`src/hdl/tlps_pkg.sv`:
```
package tlps_pkg;

   localparam int TableLen = 24;
   localparam logic [31:0] GainQ30 = 32'h26DD3B6A;
   localparam logic [15:0] HeadingReset = 16'd10430;
   localparam logic [14:0] TurnLimitReset = 15'd521;
   localparam logic [15:0] SpeedReset = 16'd600;

   localparam logic CsrTurnLimit = 1'b0;
   localparam logic CsrSpeed = 1'b1;

   typedef enum logic [2:0] {
      ST_IDLE,
      ST_VEC,
      ST_TURN,
      ST_ROT,
      ST_MUL,
      ST_DONE
   } state_type;

   function automatic logic [31:0] atan_lookup(input logic [4:0] idx);
      logic [31:0] r;
      case (idx)
         5'd0:  r = 32'h20000000;
         5'd1:  r = 32'h12E4051E;
         5'd2:  r = 32'h09FB385B;
         5'd3:  r = 32'h051111D4;
         5'd4:  r = 32'h028B0D43;
         5'd5:  r = 32'h0145D7E1;
         5'd6:  r = 32'h00A2F61E;
         5'd7:  r = 32'h00517C55;
         5'd8:  r = 32'h0028BE53;
         5'd9:  r = 32'h00145F2F;
         5'd10: r = 32'h000A2F98;
         5'd11: r = 32'h000517CC;
         5'd12: r = 32'h00028BE6;
         5'd13: r = 32'h000145F3;
         5'd14: r = 32'h0000A2FA;
         5'd15: r = 32'h0000517D;
         5'd16: r = 32'h000028BE;
         5'd17: r = 32'h0000145F;
         5'd18: r = 32'h00000A30;
         5'd19: r = 32'h00000518;
         5'd20: r = 32'h0000028C;
         5'd21: r = 32'h00000146;
         5'd22: r = 32'h000000A3;
         5'd23: r = 32'h00000051;
         default: r = 32'h0;
      endcase
      return r;
   endfunction

endpackage

```
`src/hdl/turn_limited_pursuit_step_core.sv`:
```
// Channel   Direction  Handshake          Payload
// req_      in         req_valid/stall    target_x/y, pursuer_x/y, frame_time
// rsp_      out        rsp_valid/stall    next_x/y, heading_out
// csr_      in         csr_write          csr_index, csr_data
// One item at a time: vectoring over StepCount steps (CORDIC_STEPS capped at
// the table length), a turn state, rotating over StepCount steps, a shift-add
// multiply over the 32 length bits, then a done state; the next request is
// taken once the core is back in idle. Synchronous reset restores heading
// 10430, turn_limit 521, speed 600.
// A result waits in the output registers under rsp_stall while the next
// request runs; only the done cycle holds until the output is free.
module turn_limited_pursuit_step_core #(
   parameter int CORDIC_STEPS = 16
) (
   input  logic               clock,
   input  logic               reset,
   input  logic               req_valid,
   output logic               req_stall,
   input  logic signed [31:0] req_target_x,
   input  logic signed [31:0] req_target_y,
   input  logic signed [31:0] req_pursuer_x,
   input  logic signed [31:0] req_pursuer_y,
   input  logic        [15:0] req_frame_time,
   output logic               rsp_valid,
   input  logic               rsp_stall,
   output logic signed [31:0] rsp_next_x,
   output logic signed [31:0] rsp_next_y,
   output logic        [15:0] rsp_heading_out,
   input  logic               csr_write,
   input  logic               csr_index,
   input  logic        [15:0] csr_data
);

   localparam int StepCount = (CORDIC_STEPS < tlps_pkg::TableLen) ?
                              CORDIC_STEPS : tlps_pkg::TableLen;

   tlps_pkg::state_type state_ff, state_in;

   logic [14:0] turn_limit_ff;
   logic [15:0] speed_ff;
   logic [15:0] heading_ff, heading_in;

   // CORDIC datapath: 35-bit x/y covers the 33-bit difference plus gain growth
   logic signed [34:0] x_ff, x_in, y_ff, y_in;
   logic signed [32:0] z_ff, z_in;
   logic [4:0]         step_ff, step_in;
   logic               flip_ff, flip_in;
   logic               zero_ff, zero_in;

   logic signed [31:0] px_ff, px_in, py_ff, py_in;
   logic [15:0]        ft_ff, ft_in;

   // bit-serial multiplier: len (32b unsigned) times cos and sin together
   logic [31:0]        len_ff, len_in;
   logic signed [65:0] acc_c_ff, acc_c_in, acc_s_ff, acc_s_in;
   logic signed [31:0] cos_ff, cos_in, sin_ff, sin_in;

   logic signed [31:0] nx_ff, nx_in, ny_ff, ny_in;
   logic [15:0]        hout_ff, hout_in;
   logic               rsp_valid_ff, rsp_valid_in;
   logic               out_free;

   logic signed [34:0] xs, ys;
   logic [31:0]        atan_val;
   logic [15:0]        brg, diff;
   logic               vec_dir, rot_dir;
   logic signed [16:0] diff_s, mag;
   logic signed [16:0] turn;
   logic signed [32:0] z_rot;
   logic [15:0]        new_head;
   logic signed [33:0] tx_d, ty_d;

   assign req_stall       = (state_ff != tlps_pkg::ST_IDLE);
   assign out_free        = !rsp_valid_ff || !rsp_stall;
   assign rsp_valid       = rsp_valid_ff;
   assign rsp_next_x      = nx_ff;
   assign rsp_next_y      = ny_ff;
   assign rsp_heading_out = hout_ff;

   always_comb begin
      xs       = x_ff >>> step_ff;
      ys       = y_ff >>> step_ff;
      atan_val = tlps_pkg::atan_lookup(step_ff);
      vec_dir  = (y_ff > 0);
      rot_dir  = (z_ff >= 0);
      brg      = zero_ff ? 16'd0 : 16'(({1'b0, z_ff[31:0]} + 33'h8000) >> 16);
      diff     = brg - heading_ff;
      diff_s   = {diff[15], diff};
      mag      = diff_s[16] ? -diff_s : diff_s;
      if (mag < $signed({2'b00, turn_limit_ff})) begin
         turn = diff_s;
      end else if (diff_s[16]) begin
         turn = -$signed({2'b00, turn_limit_ff});
      end else begin
         turn = $signed({2'b00, turn_limit_ff});
      end
      new_head = 16'(heading_ff + 16'(turn));
      z_rot    = $signed({new_head[15], new_head, 16'h0});
      tx_d     = $signed({req_target_x[31], req_target_x}) -
                 $signed({req_pursuer_x[31], req_pursuer_x});
      ty_d     = $signed({req_target_y[31], req_target_y}) -
                 $signed({req_pursuer_y[31], req_pursuer_y});
   end

   always_comb begin
      state_in = state_ff;
      case (state_ff)
         tlps_pkg::ST_IDLE: if (req_valid && !req_stall) state_in = tlps_pkg::ST_VEC;
         tlps_pkg::ST_VEC:  if (step_ff == 5'(StepCount - 1)) state_in = tlps_pkg::ST_TURN;
         tlps_pkg::ST_TURN: state_in = tlps_pkg::ST_ROT;
         tlps_pkg::ST_ROT:  if (step_ff == 5'(StepCount - 1)) state_in = tlps_pkg::ST_MUL;
         tlps_pkg::ST_MUL:  if (step_ff == 5'd31) state_in = tlps_pkg::ST_DONE;
         tlps_pkg::ST_DONE: if (out_free) state_in = tlps_pkg::ST_IDLE;
         default:           state_in = tlps_pkg::ST_IDLE;
      endcase
   end

   always_comb begin
      x_in = x_ff; y_in = y_ff; z_in = z_ff; step_in = step_ff;
      flip_in = flip_ff; zero_in = zero_ff; heading_in = heading_ff;
      px_in = px_ff; py_in = py_ff; ft_in = ft_ff; len_in = len_ff;
      acc_c_in = acc_c_ff; acc_s_in = acc_s_ff; cos_in = cos_ff; sin_in = sin_ff;
      nx_in = nx_ff; ny_in = ny_ff; hout_in = hout_ff; rsp_valid_in = rsp_valid_ff;
      if (rsp_valid_ff && !rsp_stall) rsp_valid_in = 1'b0;
      case (state_ff)
         tlps_pkg::ST_IDLE: begin
            if (req_valid && !req_stall) begin
               px_in   = req_pursuer_x;
               py_in   = req_pursuer_y;
               ft_in   = req_frame_time;
               zero_in = (tx_d == 34'sd0) && (ty_d == 34'sd0);
               step_in = 5'd0;
               if (tx_d < 0) begin
                  x_in = 35'(-tx_d); y_in = 35'(-ty_d); z_in = 33'sh080000000;
               end else begin
                  x_in = 35'(tx_d); y_in = 35'(ty_d); z_in = 33'sd0;
               end
            end
         end
         tlps_pkg::ST_VEC: begin
            if (vec_dir) begin
               x_in = x_ff + ys; y_in = y_ff - xs; z_in = z_ff + $signed({1'b0, atan_val});
            end else begin
               x_in = x_ff - ys; y_in = y_ff + xs; z_in = z_ff - $signed({1'b0, atan_val});
            end
            step_in = step_ff + 5'd1;
         end
         tlps_pkg::ST_TURN: begin
            heading_in = new_head;
            x_in    = 35'($signed(tlps_pkg::GainQ30));
            y_in    = 35'sd0;
            step_in = 5'd0;
            len_in  = speed_ff * ft_ff;
            if (z_rot > 33'sh040000000) begin
               z_in = z_rot - 33'sh080000000; flip_in = 1'b1;
            end else if (z_rot < -33'sh040000000) begin
               z_in = z_rot + 33'sh080000000; flip_in = 1'b1;
            end else begin
               z_in = z_rot; flip_in = 1'b0;
            end
         end
         tlps_pkg::ST_ROT: begin
            if (rot_dir) begin
               x_in = x_ff - ys; y_in = y_ff + xs; z_in = z_ff - $signed({1'b0, atan_val});
            end else begin
               x_in = x_ff + ys; y_in = y_ff - xs; z_in = z_ff + $signed({1'b0, atan_val});
            end
            step_in = step_ff + 5'd1;
            if (step_ff == 5'(StepCount - 1)) begin
               cos_in   = flip_ff ? -32'(x_in) : 32'(x_in);
               sin_in   = flip_ff ? -32'(y_in) : 32'(y_in);
               acc_c_in = 66'sd0;
               acc_s_in = 66'sd0;
               step_in  = 5'd0;
            end
         end
         tlps_pkg::ST_MUL: begin
            // MSB-first shift-add over the length bits
            acc_c_in = (acc_c_ff <<< 1) + (len_ff[31] ? 66'(cos_ff) : 66'sd0);
            acc_s_in = (acc_s_ff <<< 1) + (len_ff[31] ? 66'(sin_ff) : 66'sd0);
            len_in   = len_ff << 1;
            step_in  = step_ff + 5'd1;
         end
         tlps_pkg::ST_DONE: begin
            // load the output only once the previous result has left
            if (out_free) begin
               nx_in = px_ff + 32'((acc_c_ff + 66'sh200000000) >>> 34);
               ny_in = py_ff + 32'((acc_s_ff + 66'sh200000000) >>> 34);
               hout_in = heading_ff;
               rsp_valid_in = 1'b1;
            end
         end
         default: ;
      endcase
   end

   always_ff @(posedge clock) begin
      if (reset) begin
         state_ff      <= tlps_pkg::ST_IDLE;
         heading_ff    <= tlps_pkg::HeadingReset;
         turn_limit_ff <= tlps_pkg::TurnLimitReset;
         speed_ff      <= tlps_pkg::SpeedReset;
         rsp_valid_ff  <= 1'b0;
         step_ff       <= 5'd0;
      end else begin
         state_ff     <= state_in;
         heading_ff   <= heading_in;
         rsp_valid_ff <= rsp_valid_in;
         step_ff      <= step_in;
         if (csr_write) begin
            if (csr_index == tlps_pkg::CsrTurnLimit) turn_limit_ff <= csr_data[14:0];
            else if (csr_index == tlps_pkg::CsrSpeed) speed_ff <= csr_data;
         end
      end
   end

   always_ff @(posedge clock) begin
      x_ff <= x_in; y_ff <= y_in; z_ff <= z_in;
      flip_ff <= flip_in; zero_ff <= zero_in;
      px_ff <= px_in; py_ff <= py_in; ft_ff <= ft_in; len_ff <= len_in;
      acc_c_ff <= acc_c_in; acc_s_ff <= acc_s_in; cos_ff <= cos_in; sin_ff <= sin_in;
      nx_ff <= nx_in; ny_ff <= ny_in; hout_ff <= hout_in;
   end

`ifndef SYNTH
   a_no_accept_busy: assert property (@(posedge clock) disable iff (reset)
      (state_ff != tlps_pkg::ST_IDLE) |-> req_stall)
      else $error("request taken while busy");
   a_done_sets_valid: assert property (@(posedge clock) disable iff (reset)
      (state_ff == tlps_pkg::ST_DONE) |=> rsp_valid)
      else $error("done without result");
   a_heading_only_turn: assert property (@(posedge clock) disable iff (reset)
      (state_ff != tlps_pkg::ST_TURN) |=> $stable(heading_ff) || $past(reset))
      else $error("heading changed outside turn");
`endif

endmodule
```
`config.mk`:
```
export PLATFORM = sky130hd
export DESIGN_NAME = turn_limited_pursuit_step_core
export DESIGN_NICKNAME = d
export VERILOG_FILES = /design/src/hdl/tlps_pkg.sv /design/src/hdl/turn_limited_pursuit_step_core.sv
export SDC_FILE = /design/constraint.sdc
export NUM_CORES = 2
export LEC_CHECK = 0
export ABC_AREA = 0
export CORE_ASPECT_RATIO = 0.6
export CORE_MARGIN = 3
export CORE_UTILIZATION = 53
export DETAILED_ROUTE_END_ITERATION = 16
export DONT_BUFFER_PORTS = 1
export PLACE_DENSITY = 0.68
export SKIP_LAST_GASP = 1
export SLEW_MARGIN = 0
export SYNTH_ARGS = -nofsm -noshare
export SYNTH_HDL_FRONTEND = slang
export SYNTH_SLANG_ARGS = --single-unit
export TNS_END_PERCENT = 1
```
`constraint.sdc`:
```
create_clock -name clock -period 10.2 [get_ports clock]
set_clock_uncertainty 0.15 [all_clocks]
set_input_delay 2.04 -clock clock [delete_from_list [all_inputs] [get_ports clock]]
set_output_delay 2.04 -clock clock [all_outputs]
set_load 0.05 [all_outputs]
```
==> results.md <==
* Critical Path Start Type: flop
* Die area at 127000 sq um
* FP Rows at 98
* Worst Max-Slew Pin Slew at 1.29 ns
* Synth async-reset ratio at 0%
* Post-Syn Instances at between 7000 and 8000
* Largest net degree at the start of global routing at 120
* Synth warn at 0
* Distinct cells, synth at 114
* Num CTS Buffers at 69
* Tcrit/Tclk final at 93.0%
* Initial core utilization at 53.9%
* Leakage at 0.0289 uW
* Critical path buffers and inverters at 2
* Gr usage total at 33.2%
* First-pass GRT wire length at 331000 um
* Final #Nets at 8455
* Initial DRC Count at 7374
* Worst-Skew Late Latency at 0.69 ns
* Synth Flop Type: edfxtp_1
* Fin. Hold Viols at 0
* DR pass1 iterations at 9
* Core area at 120000 sq um
* Most numerous cell in the Yosys netlist: nand2_1
* Die W at 458 um
* GRT overflow at 0
* Power Total at 20400 uW
* Worst path slowest cell: a2111oi_1
* DP Wirelength at 169000 um
* Max Clock Freq at 0.105 GHz
* Synth top area share at around 23%
* Vias post-DR at 58200
* Worst path required time at 10.43 ns
* Syn Area/Cell at about 8.5 sq um
* Kind of end point of the critical path: flop
* Syn_nets at slightly below 9000
* Cts-stage hold buffer count at 0
* Detailed-route wire length per cell at 23.7 um
* Setup CP Type: flop to flop
* RSZ-0062 raised after global routing: false
* PwrDens at 297 nW/um^2
* Layout cells sized above 1 at under 10%
* Area growth syn-to-layout at 5.66%
* ANT nets after route at 0
* Crit path time final at 9.48 ns
* Critical Path Max Stage Delay at approximately 0.5 ns
* Max IR drop VDD at 0.224 mV
* Final WL at around 220000 um
* GPL Wtd Cong at slightly above 1
* Register area share after synthesis at 25.5%
* Remaining DRCs at 0
* Mapped cell area at 64800 sq um
* CP dominant cell by count: a21oi_1
* IO Pins at roughly 250
* Largest cells by area after synthesis: edfxtp_1 (23%), ha_1 (12%), fa_1 (6.4%)
* Port buffer count at 0
* Number of synthesized register bits at a little under 600
* Setup TNS Final at 0 ns
* Vias in the first global route at 53800
* Tightest Hold Check Type: flop to flop
* Outcome: complete, no violations
* CP Data Arrival Time at ~10 ns
* # setup viols final at 0
* CP Max Fanout at 14
* Top cells by count, synth: nand2_1 (784), nor2_1 (670), ha_1 (621), inv_1 (607), a21oi_1 (597)
* Die Y at 277 um
* Vias/cell at approximately 6.4
* Dominant cell type by area after synthesis: edfxtp_1
* EDFF count, synth at 493
* CTS tree: built
* Root buf cell: clkbuf_16
* Initial antenna violation count at 12
* Delay-heaviest family, CP: compound AO/OA/AOI/OAI gates
* Max Cap Violations at 0
* Max Transition Viols Final at 0
* Maximum clock insertion buffer count at 3
* Clk slew on worst S/H paths at 0.06 ns
* Sink Count at between 500 and 600
* Rel. slew slack at about 14%
* H-tree level count at 3
-- sequential cells by signal, summed over array words and instances, names as in the netlist, 30 cells and up --
name        count
sin_ff         32
rsp_next_y     32
z_ff           33
x_ff           35
py_ff          32
y_ff           35
px_ff          32
rsp_next_x     32
atan_val       30
acc_c_ff       66
acc_s_ff       66
cos_ff         32
len_ff         32
-- worst register-to-register path, delay by kind of cell, from the launching register on --
kind                     cells  cell delay [ns]
AO/OA/AOI/OAI               19             4.18
AND/OR/NAND/NOR             12             2.22
adder cells (fa/ha/maj)      4             1.23
flip-flops                   1             0.48
XOR/XNOR                     3             0.44
buffers and inverters        2             0.41
multiplexers                 1             0.09
-- final cells by class --
cell class                 count  area [sq um]
fill                       10900         51800
multi-input combinational   6130         44900
sequential                   579         16500
inverter                     613          2300
tap                         1600          2000
clock buffer                  90          1870
timing repair buffer          67           515
clock inverter                38           422
antenna                        6          15.0
-- power breakdown --
group          total [uW]  switching [uW]  leakage, uW  internal, uW
combinational       14100            8820       0.0226          5300
clock                2640            1170      0.00112          1470
sequential           3620             461      0.00518          3160
total               20400           10500       0.0289          9920
-- timing repair --
item                                    in CTS  in global routing
resized for setup                            0                  5
endpoints found under the setup margin       0                  4
buffers inserted                             0                  1
-- stage by stage --
| stage | cell area (sq um) | instances | hold slack (ns) | setup slack, ns | utilization [%] |
|---|---|---|---|---|---|
| floorplan | 64800 | 7650 | 0.286 | 1.80 | - |
| global placement | 66200 | 8988 | 0.288 | 0.399 | 55.0 |
| detailed placement | 66200 | 8988 | 0.292 | 0.293 | 55.0 |
| CTS | 68500 | 9116 | 0.300 | 0.211 | 56.9 |
| global route | 68500 | 9117 | 0.316 | 0.0119 | 56.9 |
| finish | 68500 | 9123 | 0.301 | 0.716 | 57.0 |
-- cells in the final DEF, fill, tap and decap left out, types with 108 or more instances in the layout --
cell type and n:
nand3_1 146, xnor2_1 412, ha_1 621, xor2_1 226
inv_1 605, a21oi_1 595, and2_1 183, mux2i_1 128
nand2_1 781, a21o_1 193, fa_1 208, o21a_1 108
nor3_1 152, o21ai_0 381, nor2_1 666, edfxtp_1 493
-- cell families (layout without fill, tap and decap cells) --
group                    Yosys count  after routing  synth area share [%]
XOR/XNOR                         639            639                  8.64
adder cells (fa/ha/maj)          830            830                  18.4
multiplexers                     210            210                  4.04
buffers and inverters            941            808                  5.52
flip-flops                       579            579                  25.5
AO/OA/AOI/OAI                   2016           2016                  20.2
AND/OR/NAND/NOR                 2435           2435                  17.7
other                              0              6                     0
-- worst paths after layout --
kind                            startpoint  depth (start not counted)  slack (ns)                       endpoint
max                     z_ff[17]$_DFFE_PP_                         41        0.72             z_ff[31]$_DFFE_PP_
min          turn_limit_ff[8]$_SDFFE_PP0P_                          2        0.30  turn_limit_ff[8]$_SDFFE_PP0P_
max reg2reg             z_ff[17]$_DFFE_PP_                         41        0.72             z_ff[31]$_DFFE_PP_
min reg2reg  turn_limit_ff[8]$_SDFFE_PP0P_                          2        0.30  turn_limit_ff[8]$_SDFFE_PP0P_
-- per-layer routing --
| metal | part of all wire, % | track usage (%) | vias to the layer above |
|---|---|---|---|
| li1 | - | - | 26900 |
| met1 | 47 | 53.0 | 27900 |
| met2 | 38 | 43.2 | 3099 |
| met3 | 13 | 10.0 | 295 |
| met4 | 2.0 | 6.30 | 12 |
| met5 | 0.038 | 0 | - |
Note: power is estimated with default switching activity, not from simulation.
